[src/sv/ift_pkg.sv]
// ----------------------------------------------------------------------------
// ift_pkg
// Shared types, constants and helpers of the inertial fling tracker.
// ----------------------------------------------------------------------------
`default_nettype none

package ift_pkg;

  localparam int VEL_W  = 23;
  localparam int PROD_W = 62;
  localparam int SSQ_W  = 60;
  localparam int DIVN_W = 43;
  localparam int DIVD_W = 22;
  localparam int RAD_W  = 44;
  localparam int OUT_W  = 24;

  localparam logic signed [VEL_W-1:0] VEL_SAT = 23'sd2097152;
  localparam logic signed [PROD_W-1:0] OUT_MAX = 62'sd8388607;
  localparam logic signed [PROD_W-1:0] OUT_MIN = -62'sd8388608;

  typedef enum logic [1:0] {
    OP_PRESS   = 2'd0,
    OP_MOVE    = 2'd1,
    OP_RELEASE = 2'd2,
    OP_TICK    = 2'd3
  } op_t;

  typedef enum logic [2:0] {
    REG_EMA_WEIGHT    = 3'd0,
    REG_FRICTION      = 3'd1,
    REG_MIN_SPEED     = 3'd2,
    REG_CAP_SPEED     = 3'd3,
    REG_TICK_MS       = 3'd4,
    REG_MAX_GAP_MS    = 3'd5,
    REG_PAUSE_MS      = 3'd6,
    REG_STOP_DISTANCE = 3'd7
  } reg_idx_t;

  typedef struct packed {
    logic [8:0]  ema_weight;
    logic [8:0]  friction_factor;
    logic [18:0] min_speed;
    logic [18:0] cap_speed;
    logic [7:0]  tick_ms;
    logic [15:0] max_gap_ms;
    logic [15:0] pause_ms;
    logic [16:0] stop_distance;
  } cfg_t;

  // Multiplier operand selection.
  typedef enum logic [3:0] {
    MOP_NONE,
    MOP_INST_W,
    MOP_V_WC,
    MOP_V_V,
    MOP_MIN,
    MOP_CAP2,
    MOP_V_CAP,
    MOP_V_TK,
    MOP_V_F,
    MOP_D_D,
    MOP_SD
  } mop_t;

  typedef enum logic [4:0] {
    ACT_NONE,
    ACT_LOAD,
    ACT_PRESS,
    ACT_SET_LAST,
    ACT_DIV_MOVE,
    ACT_INST,
    ACT_EMA,
    ACT_REL,
    ACT_SSQ,
    ACT_CMP_MIN,
    ACT_CMP_CAP,
    ACT_SQRT,
    ACT_DIV_CAP,
    ACT_VCAP,
    ACT_GLIDE_ON,
    ACT_GLIDE_OFF,
    ACT_OUTD,
    ACT_FRIC,
    ACT_DIST,
    ACT_CMP_STOP
  } act_t;

  typedef enum logic {
    ACC_HOLD,
    ACC_LOAD
  } acc_t;

  typedef enum logic {
    LANE_X = 1'b0,
    LANE_Y = 1'b1
  } lane_t;

  typedef struct packed {
    mop_t  mop;
    lane_t mlane;
    acc_t  acc;
    act_t  act;
    lane_t alane;
    logic  done;
  } cmd_t;

  typedef struct packed {
    op_t  op;
    logic drag;
    logic glide;
    logic left;
    logic shift;
    logic map;
    logic gap_ok;
    logic above_min;
    logic above_cap;
    logic div_busy;
    logic sqrt_busy;
  } status_t;

  typedef enum logic [5:0] {
    S_IDLE,
    S_DISPATCH,
    S_MV_DIVX,
    S_MV_WX,
    S_MV_DIVY,
    S_MV_WY,
    S_MV_E0,
    S_MV_E1,
    S_MV_E2,
    S_MV_E3,
    S_MV_E4,
    S_MV_E5,
    S_RL_0,
    S_RL_1,
    S_RL_2,
    S_RL_3,
    S_RL_4,
    S_RL_5,
    S_RL_SQW,
    S_RL_C0,
    S_RL_C1,
    S_RL_C2,
    S_RL_C3,
    S_RL_C4,
    S_RL_C5,
    S_RL_C6,
    S_TK_0,
    S_TK_1,
    S_TK_2,
    S_TK_3,
    S_TK_4,
    S_TK_5,
    S_TK_6,
    S_TK_7,
    S_TK_8,
    S_TK_9,
    S_TK_10,
    S_TK_11,
    S_FIN
  } st_t;

  // Divide by 256 with truncation toward zero.
  function automatic logic signed [VEL_W-1:0] div256_tz(input logic signed [PROD_W-1:0] x);
    logic signed [PROD_W-1:0] a;
    a = x + (x[PROD_W-1] ? 62'sd255 : 62'sd0);
    return a[VEL_W+7:8];
  endfunction

  function automatic logic [8:0] clamp256(input logic [8:0] v);
    return (v > 9'd256) ? 9'd256 : v;
  endfunction

endpackage

`default_nettype wire

[src/sv/ift_in_if.sv]
// ----------------------------------------------------------------------------
// ift_in_if
// Input event channel: valid/ready handshake with one pointer or tick event.
// ----------------------------------------------------------------------------
`default_nettype none

interface ift_in_if;
  logic               valid;
  logic               ready;
  logic [1:0]         operation;
  logic signed [19:0] pos_x;
  logic signed [19:0] pos_y;
  logic [31:0]        time_ms;
  logic               left_button;
  logic               shift_held;
  logic               map_present;

  modport source (output valid, operation, pos_x, pos_y, time_ms, left_button,
                  shift_held, map_present, input ready);
  modport sink (input valid, operation, pos_x, pos_y, time_ms, left_button,
                shift_held, map_present, output ready);
endinterface

`default_nettype wire

[src/sv/ift_out_if.sv]
// ----------------------------------------------------------------------------
// ift_out_if
// Result channel: valid/ready handshake with one pan result per event.
// ----------------------------------------------------------------------------
`default_nettype none

interface ift_out_if;
  logic               valid;
  logic               ready;
  logic               move_valid;
  logic signed [23:0] move_dx;
  logic signed [23:0] move_dy;
  logic               gliding;

  modport source (output valid, move_valid, move_dx, move_dy, gliding, input ready);
  modport sink (input valid, move_valid, move_dx, move_dy, gliding, output ready);
endinterface

`default_nettype wire

[src/sv/ift_divider.sv]
// ----------------------------------------------------------------------------
// ift_divider
// Signed by unsigned restoring divider, one quotient bit per cycle,
// quotient truncated toward zero.
// ----------------------------------------------------------------------------
`default_nettype none

module ift_divider
  import ift_pkg::*;
(
  input  wire logic                     clk,
  input  wire logic                     rst_n,
  input  wire logic                     start,
  input  wire logic signed [DIVN_W-1:0] dividend,
  input  wire logic [DIVD_W-1:0]        divisor,
  output logic                          busy,
  output logic signed [DIVN_W-1:0]      quotient
);

  localparam logic [5:0] LAST_STEP = 6'(DIVN_W - 1);

  logic              busy_r;
  logic [5:0]        cnt_r;
  logic [DIVN_W-1:0] num_r;
  logic [DIVD_W:0]   rem_r;
  logic [DIVD_W-1:0] div_r;
  logic              neg_r;

  logic [DIVD_W:0]   rem_sh;
  logic              fits;

  assign rem_sh = {rem_r[DIVD_W-1:0], num_r[DIVN_W-1]};
  assign fits   = rem_sh >= {1'b0, div_r};

  always_ff @(posedge clk) begin
    if (!rst_n) begin
      busy_r <= 1'b0;
      cnt_r  <= '0;
    end else if (start) begin
      busy_r <= 1'b1;
      cnt_r  <= LAST_STEP;
    end else if (busy_r) begin
      cnt_r <= cnt_r - 6'd1;
      if (cnt_r == 6'd0) begin
        busy_r <= 1'b0;
      end
    end
  end

  always_ff @(posedge clk) begin
    if (start) begin
      num_r <= dividend[DIVN_W-1] ? DIVN_W'(-dividend) : DIVN_W'(dividend);
      rem_r <= '0;
      div_r <= divisor;
      neg_r <= dividend[DIVN_W-1];
    end else if (busy_r) begin
      rem_r <= fits ? (rem_sh - {1'b0, div_r}) : rem_sh;
      num_r <= {num_r[DIVN_W-2:0], fits};
    end
  end

  assign busy     = busy_r;
  assign quotient = neg_r ? (DIVN_W'(0) - $signed(num_r)) : $signed(num_r);

endmodule

`default_nettype wire

[src/sv/ift_sqrt.sv]
// ----------------------------------------------------------------------------
// ift_sqrt
// Integer square root, floor, one result bit per cycle.
// ----------------------------------------------------------------------------
`default_nettype none

module ift_sqrt
  import ift_pkg::*;
(
  input  wire logic             clk,
  input  wire logic             rst_n,
  input  wire logic             start,
  input  wire logic [RAD_W-1:0] radicand,
  output logic                  busy,
  output logic [DIVD_W-1:0]     root
);

  localparam logic [4:0] LAST_STEP = 5'(RAD_W / 2 - 1);

  logic              busy_r;
  logic [4:0]        cnt_r;
  logic [RAD_W-1:0]  x_r;
  logic [DIVD_W+1:0] rem_r;
  logic [DIVD_W-1:0] root_r;

  logic [DIVD_W+3:0] rem_sh;
  logic [DIVD_W+3:0] trial;
  logic              fits;

  assign rem_sh = {rem_r, x_r[RAD_W-1:RAD_W-2]};
  assign trial  = {2'b00, root_r, 2'b01};
  assign fits   = rem_sh >= trial;

  always_ff @(posedge clk) begin
    if (!rst_n) begin
      busy_r <= 1'b0;
      cnt_r  <= '0;
    end else if (start) begin
      busy_r <= 1'b1;
      cnt_r  <= LAST_STEP;
    end else if (busy_r) begin
      cnt_r <= cnt_r - 5'd1;
      if (cnt_r == 5'd0) begin
        busy_r <= 1'b0;
      end
    end
  end

  always_ff @(posedge clk) begin
    if (start) begin
      x_r    <= radicand;
      rem_r  <= '0;
      root_r <= '0;
    end else if (busy_r) begin
      x_r    <= {x_r[RAD_W-3:0], 2'b00};
      rem_r  <= fits ? (DIVD_W+2)'(rem_sh - trial) : (DIVD_W+2)'(rem_sh);
      root_r <= {root_r[DIVD_W-2:0], fits};
    end
  end

  assign busy = busy_r;
  assign root = root_r;

endmodule

`default_nettype wire

[src/sv/ift_datapath.sv]
// ----------------------------------------------------------------------------
// ift_datapath
// Tracker state, shared multiplier, divider and square root unit, driven
// step by step by the controller's commands.
// ----------------------------------------------------------------------------
`default_nettype none

module ift_datapath
  import ift_pkg::*;
(
  input  wire logic               clk,
  input  wire logic               rst_n,
  input  wire cfg_t               cfg,
  input  wire cmd_t               cmd,
  input  wire logic [1:0]         operation,
  input  wire logic signed [19:0] pos_x,
  input  wire logic signed [19:0] pos_y,
  input  wire logic [31:0]        time_ms,
  input  wire logic               left_button,
  input  wire logic               shift_held,
  input  wire logic               map_present,
  output status_t                 status,
  output logic                    move_valid,
  output logic signed [OUT_W-1:0] move_dx,
  output logic signed [OUT_W-1:0] move_dy,
  output logic                    gliding
);

  // Latched event.
  op_t                op_r;
  logic signed [19:0] px_r, py_r;
  logic [31:0]        t_r;
  logic               left_r, shift_r, map_r;

  // Tracker state.
  logic               drag_r, glide_r;
  logic signed [19:0] lx_r, ly_r;
  logic [31:0]        lt_r;
  logic signed [VEL_W-1:0] vx_r, vy_r;

  // Working registers.
  logic signed [VEL_W-1:0]  inst_x_r, inst_y_r;
  logic signed [30:0]       dist_x_r, dist_y_r;
  logic signed [PROD_W-1:0] prod_r, acc_r;
  logic [SSQ_W-1:0]         ssq_r;
  logic                     above_min_r, above_cap_r;
  logic                     mv_r;
  logic signed [OUT_W-1:0]  dx_r, dy_r;

  logic [31:0]              dt;
  logic                     gap_ok, pause_exceed;
  logic [8:0]               w, wc, f;
  logic signed [VEL_W-1:0]  v_m, v_a, inst_m;
  logic signed [30:0]       dist_m;
  logic signed [30:0]       mul_a, mul_b;
  logic signed [PROD_W-1:0] sum_ap;
  logic signed [VEL_W-1:0]  ema_v, fric_v, inst_sat;
  logic signed [OUT_W-1:0]  outd;
  logic signed [20:0]       dpos;

  logic                     div_start, div_busy;
  logic signed [DIVN_W-1:0] div_num, div_q;
  logic [DIVD_W-1:0]        div_den;
  logic                     sqrt_start, sqrt_busy;
  logic [DIVD_W-1:0]        sqrt_root;

  assign dt           = t_r - lt_r;
  assign gap_ok       = (dt != 32'd0) && (dt < {16'd0, cfg.max_gap_ms});
  assign pause_exceed = dt > {16'd0, cfg.pause_ms};

  assign w  = clamp256(cfg.ema_weight);
  assign wc = 9'd256 - w;
  assign f  = clamp256(cfg.friction_factor);

  assign v_m    = (cmd.mlane == LANE_Y) ? vy_r : vx_r;
  assign v_a    = (cmd.alane == LANE_Y) ? vy_r : vx_r;
  assign inst_m = (cmd.mlane == LANE_Y) ? inst_y_r : inst_x_r;
  assign dist_m = (cmd.mlane == LANE_Y) ? dist_y_r : dist_x_r;

  always_comb begin
    mul_a = '0;
    mul_b = '0;
    unique case (cmd.mop)
      MOP_INST_W: begin
        mul_a = 31'(inst_m);
        mul_b = {22'd0, w};
      end
      MOP_V_WC: begin
        mul_a = 31'(v_m);
        mul_b = {22'd0, wc};
      end
      MOP_V_V: begin
        mul_a = 31'(v_m);
        mul_b = 31'(v_m);
      end
      MOP_MIN: begin
        mul_a = {12'd0, cfg.min_speed};
        mul_b = {12'd0, cfg.min_speed};
      end
      MOP_CAP2: begin
        mul_a = {12'd0, cfg.cap_speed};
        mul_b = {12'd0, cfg.cap_speed};
      end
      MOP_V_CAP: begin
        mul_a = 31'(v_m);
        mul_b = {12'd0, cfg.cap_speed};
      end
      MOP_V_TK: begin
        mul_a = 31'(v_m);
        mul_b = {23'd0, cfg.tick_ms};
      end
      MOP_V_F: begin
        mul_a = 31'(v_m);
        mul_b = {22'd0, f};
      end
      MOP_D_D: begin
        mul_a = dist_m;
        mul_b = dist_m;
      end
      MOP_SD: begin
        mul_a = {14'd0, cfg.stop_distance};
        mul_b = {14'd0, cfg.stop_distance};
      end
      default: begin
        mul_a = '0;
        mul_b = '0;
      end
    endcase
  end

  assign sum_ap = acc_r + prod_r;
  assign ema_v  = div256_tz(sum_ap);
  assign fric_v = div256_tz(prod_r);

  always_comb begin
    if (div_q > DIVN_W'(VEL_SAT)) begin
      inst_sat = VEL_SAT;
    end else if (div_q < -DIVN_W'(VEL_SAT)) begin
      inst_sat = -VEL_SAT;
    end else begin
      inst_sat = div_q[VEL_W-1:0];
    end
  end

  always_comb begin
    if (prod_r > OUT_MAX) begin
      outd = OUT_MAX[OUT_W-1:0];
    end else if (prod_r < OUT_MIN) begin
      outd = OUT_MIN[OUT_W-1:0];
    end else begin
      outd = prod_r[OUT_W-1:0];
    end
  end

  // Position delta of the lane being divided, scaled by 4096.
  assign dpos       = (cmd.alane == LANE_Y) ? (21'(py_r) - 21'(ly_r))
                                            : (21'(px_r) - 21'(lx_r));
  assign div_start  = (cmd.act == ACT_DIV_MOVE) || (cmd.act == ACT_DIV_CAP);
  assign div_num    = (cmd.act == ACT_DIV_CAP) ? prod_r[DIVN_W-1:0]
                                               : {{10{dpos[20]}}, dpos, 12'd0};
  assign div_den    = (cmd.act == ACT_DIV_CAP) ? sqrt_root : {6'd0, dt[15:0]};
  assign sqrt_start = (cmd.act == ACT_SQRT);

  ift_divider u_div (
    .clk      (clk),
    .rst_n    (rst_n),
    .start    (div_start),
    .dividend (div_num),
    .divisor  (div_den),
    .busy     (div_busy),
    .quotient (div_q)
  );

  ift_sqrt u_sqrt (
    .clk      (clk),
    .rst_n    (rst_n),
    .start    (sqrt_start),
    .radicand (ssq_r[RAD_W-1:0]),
    .busy     (sqrt_busy),
    .root     (sqrt_root)
  );

  always_ff @(posedge clk) begin
    if (cmd.mop != MOP_NONE) begin
      prod_r <= mul_a * mul_b;
    end
    if (cmd.acc == ACC_LOAD) begin
      acc_r <= prod_r;
    end
  end

  // Control state: the flags and the items that they guard.
  always_ff @(posedge clk) begin
    if (!rst_n) begin
      drag_r  <= 1'b0;
      glide_r <= 1'b0;
      vx_r    <= '0;
      vy_r    <= '0;
      lx_r    <= '0;
      ly_r    <= '0;
      lt_r    <= '0;
    end else begin
      unique case (cmd.act)
        ACT_PRESS: begin
          glide_r <= 1'b0;
          if (left_r) begin
            drag_r <= 1'b1;
            lx_r   <= px_r;
            ly_r   <= py_r;
            lt_r   <= t_r;
            vx_r   <= '0;
            vy_r   <= '0;
          end
        end
        ACT_SET_LAST: begin
          lx_r <= px_r;
          ly_r <= py_r;
          lt_r <= t_r;
        end
        ACT_EMA: begin
          if (cmd.alane == LANE_Y) vy_r <= ema_v;
          else vx_r <= ema_v;
        end
        ACT_REL: begin
          drag_r <= 1'b0;
          if (pause_exceed) begin
            vx_r <= '0;
            vy_r <= '0;
          end
        end
        ACT_VCAP: begin
          if (cmd.alane == LANE_Y) vy_r <= div_q[VEL_W-1:0];
          else vx_r <= div_q[VEL_W-1:0];
        end
        ACT_FRIC: begin
          if (cmd.alane == LANE_Y) vy_r <= fric_v;
          else vx_r <= fric_v;
        end
        ACT_GLIDE_ON:  glide_r <= 1'b1;
        ACT_GLIDE_OFF: glide_r <= 1'b0;
        ACT_CMP_STOP: begin
          if (ssq_r < prod_r[SSQ_W-1:0]) glide_r <= 1'b0;
        end
        default: begin
        end
      endcase
    end
  end

  // Event latch and scratch registers.
  always_ff @(posedge clk) begin
    unique case (cmd.act)
      ACT_LOAD: begin
        op_r    <= op_t'(operation);
        px_r    <= pos_x;
        py_r    <= pos_y;
        t_r     <= time_ms;
        left_r  <= left_button;
        shift_r <= shift_held;
        map_r   <= map_present;
        mv_r    <= 1'b0;
        dx_r    <= '0;
        dy_r    <= '0;
      end
      ACT_INST: begin
        if (cmd.alane == LANE_Y) inst_y_r <= inst_sat;
        else inst_x_r <= inst_sat;
      end
      ACT_SSQ:     ssq_r <= SSQ_W'(sum_ap);
      ACT_CMP_MIN: above_min_r <= ssq_r > prod_r[SSQ_W-1:0];
      ACT_CMP_CAP: above_cap_r <= ssq_r > prod_r[SSQ_W-1:0];
      ACT_OUTD: begin
        mv_r <= 1'b1;
        if (cmd.alane == LANE_Y) dy_r <= outd;
        else dx_r <= outd;
      end
      ACT_DIST: begin
        if (cmd.alane == LANE_Y) dist_y_r <= prod_r[30:0];
        else dist_x_r <= prod_r[30:0];
      end
      default: begin
      end
    endcase
  end

  always_comb begin
    status.op        = op_r;
    status.drag      = drag_r;
    status.glide     = glide_r;
    status.left      = left_r;
    status.shift     = shift_r;
    status.map       = map_r;
    status.gap_ok    = gap_ok;
    status.above_min = above_min_r;
    status.above_cap = above_cap_r;
    status.div_busy  = div_busy;
    status.sqrt_busy = sqrt_busy;
  end

  assign move_valid = mv_r;
  assign move_dx    = dx_r;
  assign move_dy    = dy_r;
  assign gliding    = glide_r;

  // A glide only starts from a release, and a press always ends it.
  a_glide_no_drag: assert property (@(posedge clk) disable iff (!rst_n)
    glide_r |-> !drag_r) else $error("glide active during a drag");

  a_vel_range: assert property (@(posedge clk) disable iff (!rst_n)
    (vx_r <= VEL_SAT) && (vx_r >= -VEL_SAT) && (vy_r <= VEL_SAT) && (vy_r >= -VEL_SAT))
    else $error("velocity outside the saturation range");

  a_div_idle: assert property (@(posedge clk) disable iff (!rst_n)
    div_start |-> !div_busy) else $error("divider restarted while busy");

  a_sqrt_idle: assert property (@(posedge clk) disable iff (!rst_n)
    sqrt_start |-> !sqrt_busy) else $error("square root restarted while busy");

endmodule

`default_nettype wire

[src/sv/ift_ctrl.sv]
// ----------------------------------------------------------------------------
// ift_ctrl
// Sequencer: steps the datapath through the work of one event.
// ----------------------------------------------------------------------------
`default_nettype none

module ift_ctrl
  import ift_pkg::*;
(
  input  wire logic    clk,
  input  wire logic    rst_n,
  input  wire logic    in_fire,
  input  wire logic    out_free,
  input  wire status_t status,
  output logic         in_ready,
  output cmd_t         cmd
);

  st_t state_r, state_nxt;

  always_ff @(posedge clk) begin
    if (!rst_n) begin
      state_r <= S_IDLE;
    end else begin
      state_r <= state_nxt;
    end
  end

  always_comb begin
    state_nxt = state_r;
    cmd       = '0;
    in_ready  = 1'b0;
    unique case (state_r)
      S_IDLE: begin
        in_ready = 1'b1;
        if (in_fire) begin
          cmd.act   = ACT_LOAD;
          state_nxt = S_DISPATCH;
        end
      end
      S_DISPATCH: begin
        unique case (status.op)
          OP_PRESS: begin
            cmd.act   = ACT_PRESS;
            state_nxt = S_FIN;
          end
          OP_MOVE: begin
            if (status.drag && status.left && !status.shift) begin
              if (status.gap_ok) begin
                state_nxt = S_MV_DIVX;
              end else begin
                cmd.act   = ACT_SET_LAST;
                state_nxt = S_FIN;
              end
            end else begin
              state_nxt = S_FIN;
            end
          end
          OP_RELEASE: begin
            if (status.left && status.drag) begin
              cmd.act   = ACT_REL;
              state_nxt = S_RL_0;
            end else begin
              state_nxt = S_FIN;
            end
          end
          OP_TICK: begin
            if (status.glide && status.map) begin
              state_nxt = S_TK_0;
            end else begin
              if (status.glide) cmd.act = ACT_GLIDE_OFF;
              state_nxt = S_FIN;
            end
          end
          default: state_nxt = S_FIN;
        endcase
      end

      // Move: instant velocity per lane, then the moving average.
      S_MV_DIVX: begin
        cmd.act   = ACT_DIV_MOVE;
        cmd.alane = LANE_X;
        state_nxt = S_MV_WX;
      end
      S_MV_WX: begin
        if (!status.div_busy) begin
          cmd.act   = ACT_INST;
          cmd.alane = LANE_X;
          state_nxt = S_MV_DIVY;
        end
      end
      S_MV_DIVY: begin
        cmd.act   = ACT_DIV_MOVE;
        cmd.alane = LANE_Y;
        state_nxt = S_MV_WY;
      end
      S_MV_WY: begin
        if (!status.div_busy) begin
          cmd.act   = ACT_INST;
          cmd.alane = LANE_Y;
          state_nxt = S_MV_E0;
        end
      end
      S_MV_E0: begin
        cmd.mop   = MOP_INST_W;
        cmd.mlane = LANE_X;
        state_nxt = S_MV_E1;
      end
      S_MV_E1: begin
        cmd.mop   = MOP_V_WC;
        cmd.mlane = LANE_X;
        cmd.acc   = ACC_LOAD;
        state_nxt = S_MV_E2;
      end
      S_MV_E2: begin
        cmd.act   = ACT_EMA;
        cmd.alane = LANE_X;
        cmd.mop   = MOP_INST_W;
        cmd.mlane = LANE_Y;
        state_nxt = S_MV_E3;
      end
      S_MV_E3: begin
        cmd.mop   = MOP_V_WC;
        cmd.mlane = LANE_Y;
        cmd.acc   = ACC_LOAD;
        state_nxt = S_MV_E4;
      end
      S_MV_E4: begin
        cmd.act   = ACT_EMA;
        cmd.alane = LANE_Y;
        state_nxt = S_MV_E5;
      end
      S_MV_E5: begin
        cmd.act   = ACT_SET_LAST;
        state_nxt = S_FIN;
      end

      // Release: squared speed against the limits, then optional capping.
      S_RL_0: begin
        cmd.mop   = MOP_V_V;
        cmd.mlane = LANE_X;
        state_nxt = S_RL_1;
      end
      S_RL_1: begin
        cmd.mop   = MOP_V_V;
        cmd.mlane = LANE_Y;
        cmd.acc   = ACC_LOAD;
        state_nxt = S_RL_2;
      end
      S_RL_2: begin
        cmd.mop   = MOP_MIN;
        cmd.act   = ACT_SSQ;
        state_nxt = S_RL_3;
      end
      S_RL_3: begin
        cmd.mop   = MOP_CAP2;
        cmd.act   = ACT_CMP_MIN;
        state_nxt = S_RL_4;
      end
      S_RL_4: begin
        cmd.act   = ACT_CMP_CAP;
        state_nxt = S_RL_5;
      end
      S_RL_5: begin
        if (!status.above_min) begin
          state_nxt = S_FIN;
        end else if (!status.above_cap) begin
          cmd.act   = ACT_GLIDE_ON;
          state_nxt = S_FIN;
        end else begin
          cmd.act   = ACT_SQRT;
          state_nxt = S_RL_SQW;
        end
      end
      S_RL_SQW: begin
        if (!status.sqrt_busy) state_nxt = S_RL_C0;
      end
      S_RL_C0: begin
        cmd.mop   = MOP_V_CAP;
        cmd.mlane = LANE_X;
        state_nxt = S_RL_C1;
      end
      S_RL_C1: begin
        cmd.act   = ACT_DIV_CAP;
        state_nxt = S_RL_C2;
      end
      S_RL_C2: begin
        if (!status.div_busy) begin
          cmd.act   = ACT_VCAP;
          cmd.alane = LANE_X;
          state_nxt = S_RL_C3;
        end
      end
      S_RL_C3: begin
        cmd.mop   = MOP_V_CAP;
        cmd.mlane = LANE_Y;
        state_nxt = S_RL_C4;
      end
      S_RL_C4: begin
        cmd.act   = ACT_DIV_CAP;
        state_nxt = S_RL_C5;
      end
      S_RL_C5: begin
        if (!status.div_busy) begin
          cmd.act   = ACT_VCAP;
          cmd.alane = LANE_Y;
          state_nxt = S_RL_C6;
        end
      end
      S_RL_C6: begin
        cmd.act   = ACT_GLIDE_ON;
        state_nxt = S_FIN;
      end

      // Tick: pan delta, friction, then the stop test on the new velocity.
      S_TK_0: begin
        cmd.mop   = MOP_V_TK;
        cmd.mlane = LANE_X;
        state_nxt = S_TK_1;
      end
      S_TK_1: begin
        cmd.mop   = MOP_V_TK;
        cmd.mlane = LANE_Y;
        cmd.act   = ACT_OUTD;
        cmd.alane = LANE_X;
        state_nxt = S_TK_2;
      end
      S_TK_2: begin
        cmd.mop   = MOP_V_F;
        cmd.mlane = LANE_X;
        cmd.act   = ACT_OUTD;
        cmd.alane = LANE_Y;
        state_nxt = S_TK_3;
      end
      S_TK_3: begin
        cmd.mop   = MOP_V_F;
        cmd.mlane = LANE_Y;
        cmd.act   = ACT_FRIC;
        cmd.alane = LANE_X;
        state_nxt = S_TK_4;
      end
      S_TK_4: begin
        cmd.act   = ACT_FRIC;
        cmd.alane = LANE_Y;
        state_nxt = S_TK_5;
      end
      S_TK_5: begin
        cmd.mop   = MOP_V_TK;
        cmd.mlane = LANE_X;
        state_nxt = S_TK_6;
      end
      S_TK_6: begin
        cmd.mop   = MOP_V_TK;
        cmd.mlane = LANE_Y;
        cmd.act   = ACT_DIST;
        cmd.alane = LANE_X;
        state_nxt = S_TK_7;
      end
      S_TK_7: begin
        cmd.act   = ACT_DIST;
        cmd.alane = LANE_Y;
        state_nxt = S_TK_8;
      end
      S_TK_8: begin
        cmd.mop   = MOP_D_D;
        cmd.mlane = LANE_X;
        state_nxt = S_TK_9;
      end
      S_TK_9: begin
        cmd.mop   = MOP_D_D;
        cmd.mlane = LANE_Y;
        cmd.acc   = ACC_LOAD;
        state_nxt = S_TK_10;
      end
      S_TK_10: begin
        cmd.mop   = MOP_SD;
        cmd.act   = ACT_SSQ;
        state_nxt = S_TK_11;
      end
      S_TK_11: begin
        cmd.act   = ACT_CMP_STOP;
        state_nxt = S_FIN;
      end

      S_FIN: begin
        if (out_free) begin
          cmd.done  = 1'b1;
          state_nxt = S_IDLE;
        end
      end
      default: state_nxt = S_IDLE;
    endcase
  end

endmodule

`default_nettype wire

[src/sv/inertial_fling_tracker.sv]
// ----------------------------------------------------------------------------
// inertial_fling_tracker
// Kinetic scrolling: velocity tracking from pointer events, glide on release.
// ----------------------------------------------------------------------------
// Usage: events (press, move, release, glide tick) enter on in_ch; every
// accepted event yields exactly one result on out_ch (pan delta, its valid
// flag, and whether a glide is active afterwards). Settings are written over
// the APB port; the user must write them only while no event is in flight,
// as the block does not enforce it. Reads return the stored values. One
// event is processed at a time and in_ch.ready is high only when the
// sequencer is idle. A sampled move runs two serial divides; a release with
// capping runs a square root and two divides. A finished result sits in the
// output register; if the receiver stalls, the next event is still taken and
// worked on, and it waits at its end until the output register frees up.
// After reset the settings hold their defaults, no drag or glide is active
// and the velocity is zero.
// ----------------------------------------------------------------------------
`default_nettype none

module inertial_fling_tracker
  import ift_pkg::*;
(
  input  wire logic        clk,
  input  wire logic        rst_n,
  ift_in_if.sink           in_ch,
  ift_out_if.source        out_ch,
  input  wire logic        psel,
  input  wire logic        penable,
  input  wire logic        pwrite,
  input  wire logic [4:0]  paddr,
  input  wire logic [31:0] pwdata,
  output logic [31:0]      prdata,
  output logic             pready
);

  cfg_t    cfg_r;
  status_t status;
  cmd_t    cmd;
  logic    in_ready, in_fire, out_free, cfg_wr;
  logic    out_valid_r;
  logic    mv_r, gl_r;
  logic signed [OUT_W-1:0] dx_r, dy_r;
  logic    dp_mv, dp_gl;
  logic signed [OUT_W-1:0] dp_dx, dp_dy;
  reg_idx_t idx;

  assign pready = 1'b1;
  assign idx    = reg_idx_t'(paddr[4:2]);
  assign cfg_wr = psel && penable && pwrite;

  always_ff @(posedge clk) begin
    if (!rst_n) begin
      cfg_r.ema_weight      <= 9'd102;
      cfg_r.friction_factor <= 9'd243;
      cfg_r.min_speed       <= 19'd3277;
      cfg_r.cap_speed       <= 19'd393216;
      cfg_r.tick_ms         <= 8'd16;
      cfg_r.max_gap_ms      <= 16'd200;
      cfg_r.pause_ms        <= 16'd80;
      cfg_r.stop_distance   <= 17'd6554;
    end else if (cfg_wr) begin
      unique case (idx)
        REG_EMA_WEIGHT:    cfg_r.ema_weight      <= pwdata[8:0];
        REG_FRICTION:      cfg_r.friction_factor <= pwdata[8:0];
        REG_MIN_SPEED:     cfg_r.min_speed       <= pwdata[18:0];
        REG_CAP_SPEED:     cfg_r.cap_speed       <= pwdata[18:0];
        REG_TICK_MS:       cfg_r.tick_ms         <= pwdata[7:0];
        REG_MAX_GAP_MS:    cfg_r.max_gap_ms      <= pwdata[15:0];
        REG_PAUSE_MS:      cfg_r.pause_ms        <= pwdata[15:0];
        REG_STOP_DISTANCE: cfg_r.stop_distance   <= pwdata[16:0];
        default: begin
        end
      endcase
    end
  end

  always_comb begin
    unique case (idx)
      REG_EMA_WEIGHT:    prdata = {23'd0, cfg_r.ema_weight};
      REG_FRICTION:      prdata = {23'd0, cfg_r.friction_factor};
      REG_MIN_SPEED:     prdata = {13'd0, cfg_r.min_speed};
      REG_CAP_SPEED:     prdata = {13'd0, cfg_r.cap_speed};
      REG_TICK_MS:       prdata = {24'd0, cfg_r.tick_ms};
      REG_MAX_GAP_MS:    prdata = {16'd0, cfg_r.max_gap_ms};
      REG_PAUSE_MS:      prdata = {16'd0, cfg_r.pause_ms};
      REG_STOP_DISTANCE: prdata = {15'd0, cfg_r.stop_distance};
      default:           prdata = '0;
    endcase
  end

  assign in_ch.ready = in_ready;
  assign in_fire     = in_ch.valid && in_ready;
  assign out_free    = !out_valid_r || out_ch.ready;

  ift_ctrl u_ctrl (
    .clk      (clk),
    .rst_n    (rst_n),
    .in_fire  (in_fire),
    .out_free (out_free),
    .status   (status),
    .in_ready (in_ready),
    .cmd      (cmd)
  );

  ift_datapath u_dp (
    .clk         (clk),
    .rst_n       (rst_n),
    .cfg         (cfg_r),
    .cmd         (cmd),
    .operation   (in_ch.operation),
    .pos_x       (in_ch.pos_x),
    .pos_y       (in_ch.pos_y),
    .time_ms     (in_ch.time_ms),
    .left_button (in_ch.left_button),
    .shift_held  (in_ch.shift_held),
    .map_present (in_ch.map_present),
    .status      (status),
    .move_valid  (dp_mv),
    .move_dx     (dp_dx),
    .move_dy     (dp_dy),
    .gliding     (dp_gl)
  );

  // Output register: holds a result until the receiver takes the transfer.
  always_ff @(posedge clk) begin
    if (!rst_n) begin
      out_valid_r <= 1'b0;
    end else if (cmd.done) begin
      out_valid_r <= 1'b1;
    end else if (out_ch.ready) begin
      out_valid_r <= 1'b0;
    end
  end

  always_ff @(posedge clk) begin
    if (cmd.done) begin
      mv_r <= dp_mv;
      dx_r <= dp_dx;
      dy_r <= dp_dy;
      gl_r <= dp_gl;
    end
  end

  assign out_ch.valid      = out_valid_r;
  assign out_ch.move_valid = mv_r;
  assign out_ch.move_dx    = dx_r;
  assign out_ch.move_dy    = dy_r;
  assign out_ch.gliding    = gl_r;

endmodule

`default_nettype wire
[src/flat_wrapper.sv]
// flat-port wrapper written by rule: the top's interface ports become plain ports
module inertial_fling_tracker_flat import ift_pkg::*;
  (clk, rst_n, psel, penable, pwrite, paddr, pwdata, prdata, pready, in_ch_valid, in_ch_operation, in_ch_pos_x, in_ch_pos_y, in_ch_time_ms, in_ch_left_button, in_ch_shift_held, in_ch_map_present, in_ch_ready, out_ch_valid, out_ch_move_valid, out_ch_move_dx, out_ch_move_dy, out_ch_gliding, out_ch_ready);
  ift_in_if in_ch_i ();
  ift_out_if out_ch_i ();
  input  wire logic clk;
  input  wire logic rst_n;
  input  wire logic psel;
  input  wire logic penable;
  input  wire logic pwrite;
  input  wire logic [4:0] paddr;
  input  wire logic [31:0] pwdata;
  output logic [31:0] prdata;
  output logic pready;
  input wire logic [$bits(in_ch_i.valid)-1:0] in_ch_valid;
  input wire logic [$bits(in_ch_i.operation)-1:0] in_ch_operation;
  input wire logic [$bits(in_ch_i.pos_x)-1:0] in_ch_pos_x;
  input wire logic [$bits(in_ch_i.pos_y)-1:0] in_ch_pos_y;
  input wire logic [$bits(in_ch_i.time_ms)-1:0] in_ch_time_ms;
  input wire logic [$bits(in_ch_i.left_button)-1:0] in_ch_left_button;
  input wire logic [$bits(in_ch_i.shift_held)-1:0] in_ch_shift_held;
  input wire logic [$bits(in_ch_i.map_present)-1:0] in_ch_map_present;
  output wire logic [$bits(in_ch_i.ready)-1:0] in_ch_ready;
  output wire logic [$bits(out_ch_i.valid)-1:0] out_ch_valid;
  output wire logic [$bits(out_ch_i.move_valid)-1:0] out_ch_move_valid;
  output wire logic [$bits(out_ch_i.move_dx)-1:0] out_ch_move_dx;
  output wire logic [$bits(out_ch_i.move_dy)-1:0] out_ch_move_dy;
  output wire logic [$bits(out_ch_i.gliding)-1:0] out_ch_gliding;
  input wire logic [$bits(out_ch_i.ready)-1:0] out_ch_ready;
  assign in_ch_i.valid = in_ch_valid;
  assign in_ch_i.operation = in_ch_operation;
  assign in_ch_i.pos_x = in_ch_pos_x;
  assign in_ch_i.pos_y = in_ch_pos_y;
  assign in_ch_i.time_ms = in_ch_time_ms;
  assign in_ch_i.left_button = in_ch_left_button;
  assign in_ch_i.shift_held = in_ch_shift_held;
  assign in_ch_i.map_present = in_ch_map_present;
  assign in_ch_ready = in_ch_i.ready;
  assign out_ch_valid = out_ch_i.valid;
  assign out_ch_move_valid = out_ch_i.move_valid;
  assign out_ch_move_dx = out_ch_i.move_dx;
  assign out_ch_move_dy = out_ch_i.move_dy;
  assign out_ch_gliding = out_ch_i.gliding;
  assign out_ch_i.ready = out_ch_ready;
  inertial_fling_tracker u_core (.clk(clk), .rst_n(rst_n), .in_ch(in_ch_i), .out_ch(out_ch_i), .psel(psel), .penable(penable), .pwrite(pwrite), .paddr(paddr), .pwdata(pwdata), .prdata(prdata), .pready(pready));
endmodule
[config.mk]
export PLATFORM = sky130hd
export DESIGN_NAME = inertial_fling_tracker_flat
export DESIGN_NICKNAME = d
export VERILOG_FILES = /design/src/sv/ift_pkg.sv /design/src/sv/ift_in_if.sv /design/src/sv/ift_out_if.sv /design/src/sv/ift_divider.sv /design/src/sv/ift_sqrt.sv /design/src/sv/ift_datapath.sv /design/src/sv/ift_ctrl.sv /design/src/sv/inertial_fling_tracker.sv /design/src/flat_wrapper.sv
export SDC_FILE = /design/constraint.sdc
export NUM_CORES = 2
export LEC_CHECK = 0
export BUFFER_PORTS_ARGS = -buffer_cell sky130_fd_sc_hd__buf_2
export CAP_MARGIN = 10
export CORE_MARGIN = 2
export CORE_UTILIZATION = 25
export DETAILED_ROUTE_END_ITERATION = 10
export SLEW_MARGIN = 20
export SYNTH_ARGS = -nofsm -noshare
export SYNTH_HDL_FRONTEND = slang
export SYNTH_SLANG_ARGS = --single-unit
export TNS_END_PERCENT = 100
[constraint.sdc]
create_clock -name clk -period 16.1 [get_ports clk]
set_input_delay 4.025 -clock clk [delete_from_list [all_inputs] [get_ports clk]]
set_output_delay 4.025 -clock clk [all_outputs]
set_load 0.1 [all_outputs]
==> reports/results.ini <==
[sta]
finalWorstPathRequiredPeriod_ns = 14.02
worst_pin_slew_ns = 1.22
post-route-period-util_pct = 87.1
timing.final.ws_setup_ns = 2.08
setup_violations = 0
slew_headroom_pct = 19.0
hold_violations = 0
whs_ns = 0.416
slew_viol_final = 0
skew_ns = 0.0839
setup_tns_ns = 0
fmax_mhz = 71.3
rsz0062_at_grt = false

[logic_synthesis]
synth_edf_count = 580
ys.flop_type = edfxtp_1
synth_common_cells = inv_1 (1419), nand2_1 (1309), fa_1 (1023)
synth_most_common_cell = inv_1
yosysWarningCount = 0
ys_types = 117
ys_ff_latch = 901
yosysTopAreaCell = fa_1
async_flop_share_pct = 0
synth-seq-area-share_pct = 27.8
syn_avg_cell_area_um2 = 9.15
synthCells = 9377
synth_top_cell_area_share_pct = 23.9
synthTopCellsByArea = fa_1 (24%), edfxtp_1 (20%), dfxtp_1 (7.5%)
netlist_area_um2 = 85800

[power_and_ir_drop]
power.total_w = 0.0128
p_leak_nw = 42.2
peakVddDrop_uv = 94.4
powerDensity_nw_per_um2 = 134

[clocking]
numCtsBuffers = 102
cts_buffer_depth = 3
postCtsHoldBufs = 0
clk_latency_ns = 0.76
clock_tree.root_cell = clkbuf_16
cts_resized = 0
cts.sinks = 901
cts.clk_slew.worst_paths_ns = 0.06
cts_tree = done
postCtsSetupRepairBufs = 0
cts_max_level = 3

[critical_path]
startpoint = u_core.u_ctrl.state_r[5]
r2r_start = u_core.u_ctrl.state_r[5]
worst_path_most_repeated_cell = fa_1
critPathMaxStageDelay_ns = 0.95
setup.worst_path.end_class = flop
cp_data_arrival_time_ns = 14.45
critical_path_class = reg -> reg
startpoint_type = flop
path_buf_inv = 8
cp_slowest_cell = a211oi_4
required_ns = 16.53
cp_max_fo = 54
path_delay_family = compound AO/OA/AOI/OAI gates

[route]
wirelength_mm = 269
drc = 0
vias = 67800
ant_nets = 0
wire_per_inst_um = 19.2
drt_pass1_iterations = 8
drt-initial-drc-count = 5841
via_per_inst = 4.83

[grt]
antenna_found_initial = 6
grt_pass1_vias = 66600
grt_max_degree = 75
gr-total-overflow = 0
track_usage_pct = 15.2
grt_pass1_wl_mm = 410

[floorplan]
initial_utilization_pct = 25.1
dieHeight_um = 590
die-area_um2 = 348000
rows = 215
io_pins = 206
die_x_um = 590
core_region_area_um2 = 342000

[final_layout]
area_delta_synth_final_pct = 11.6
fillers = 36400
drive_gt1_share_pct = 7.33
nets = 11000
fin_util_pct = 28.0

[run]
cap_viol_max_count = 0

[place]
routabilityCongestion = 0.925
dp_hpwl_mm = 204
io_buffers = 176
dp_slack_ns = 2.56

[hold_path]
min_from = u_core.u_dp.move_dx[14]
hold_path_class = reg -> reg

[status]
status = finished, final reports clean

cells by family (layout without fill, tap and decap cells):
kind of cell | Yosys count | in the layout | share of synthesized area [%]
buffers and inverters | 1878 | 1969 | 8.48
other | 2 | 18 | 0.00876
XOR/XNOR | 279 | 279 | 2.85
AO/OA/AOI/OAI | 1589 | 1589 | 12.0
multiplexers | 221 | 221 | 2.66
AND/OR/NAND/NOR | 3012 | 3012 | 15.4
adder cells (fa/ha/maj) | 1495 | 1495 | 30.8
flip-flops | 901 | 901 | 27.8
worst reg2reg max path: cells and delay by family (launching register included):
family,cells,cell delay (ns)
XOR/XNOR,1,0.17
AO/OA/AOI/OAI,14,5.93
flip-flops,1,0.74
AND/OR/NAND/NOR,4,0.53
multiplexers,1,0.32
buffers and inverters,8,1.70
adder cells (fa/ha/maj),9,4.34
power breakdown:
group,switching [W],internal (W),total [W]
registers,0.000450,0.00319,0.00364
clock network,0.00102,0.00144,0.00246
logic,0.00450,0.00223,0.00673
per-stage QoR:
| step | std cells | area, um2 |
|---|---|---|
| 6_report | 14000 | 95700 |
| 5_1_grt | 14000 | 95700 |
| 4_1_cts | 14000 | 95700 |
| 3_5_place_dp | 13800 | 92200 |
| 3_3_place_gp | 13800 | 92200 |
| 2_1_floorplan | 9389 | 85800 |
path summary, 6_finish.rpt:
path | end | slack [ns] | cells after the start
worst max register to register | u_core.u_dp.prod_r[60] | 2.08 | 37
worst max-delay path | u_core.u_dp.prod_r[60] | 2.08 | 37
worst min register to register | u_core.out_ch.move_dx[14] | 0.42 | 0
worst min-delay path | u_core.out_ch.move_dx[14] | 0.42 | 0
layout make-up:
class,count,area (um2),share of cell area (%)
Sequential cell,901,23800,24.9
Inverter,1428,5370,5.61
Timing Repair Buffer,352,2200,2.30
Antenna cell,4,10.0,0.0105
Clock buffer,134,2820,2.94
Clock inverter,55,676,0.706
Tap cell,4557,5700,5.96
Multi-Input combinational cell,6610,55100,57.6
layer usage:
| metal | global-route usage (%) | vias up | part of all wire (%) |
|---|---|---|---|
| met5 | 0 | - | 0 |
| met3 | 2.93 | 480 | 8.1 |
| met1 | 19.8 | 33800 | 41 |
| met4 | 5.61 | 0 | 4.0 |
| met2 | 25.0 | 2521 | 47 |
| li1 | - | 31000 | - |
registers in the layout, summed over array words and instances (netlist names), 24 cells and up:
| register | cells |
|---|---|
| u_core.u_dp.dist_y_r | 31 |
| u_core.u_dp.move_dx | 24 |
| u_core.out_ch.move_dx | 24 |
| u_core.u_dp.prod_r | 62 |
| u_core.u_dp.u_sqrt.x_r | 44 |
| u_core.u_dp.dist_x_r | 31 |
| u_core.u_dp.u_sqrt.rem_r | 24 |
| u_core.cfg_r | 113 |
| u_core.out_ch.move_dy | 24 |
| u_core.u_dp.ssq_r | 60 |
| u_core.u_dp.lt_r | 32 |
| u_core.u_dp.u_div.num_r | 43 |
| u_core.u_dp.t_r | 32 |
| u_core.u_dp.acc_r | 62 |
| u_core.u_dp.move_dy | 24 |
cells in the final DEF (no fill, tap or decap), types with 23 or more instances in the layout:
cell type / netlist / routed
nor2b_1: 53 / 53
xor2_1: 108 / 108
mux2i_1: 211 / 211
or3_1: 54 / 53
dfxtp_1: 321 / 319
nand4_1: 80 / 80
clkbuf_16: 0 / 104
or2_2: 36 / 36
a211oi_1: 44 / 39
ha_1: 472 / 472
nor2_1: 903 / 895
nand2_1: 1309 / 1309
o22ai_1: 40 / 39
xnor2_1: 171 / 170
buf_4: 40 / 176
and3_1: 41 / 40
nor4_1: 46 / 43
fa_1: 1023 / 1023
o21bai_1: 24 / 23
nor3_1: 146 / 123
nand2b_1: 65 / 63
a21o_1: 140 / 140
o211ai_1: 48 / 48
buf_2: 37 / 176
o21ai_0: 360 / 357
a21oi_1: 482 / 481
inv_1: 1419 / 1418
a221o_1: 30 / 30
a31oi_1: 49 / 48
nand3_1: 122 / 121
and2_1: 46 / 46
o21a_1: 49 / 49
o31ai_1: 34 / 34
edfxtp_1: 580 / 580
Note: power is estimated with default switching activity, not from simulation.
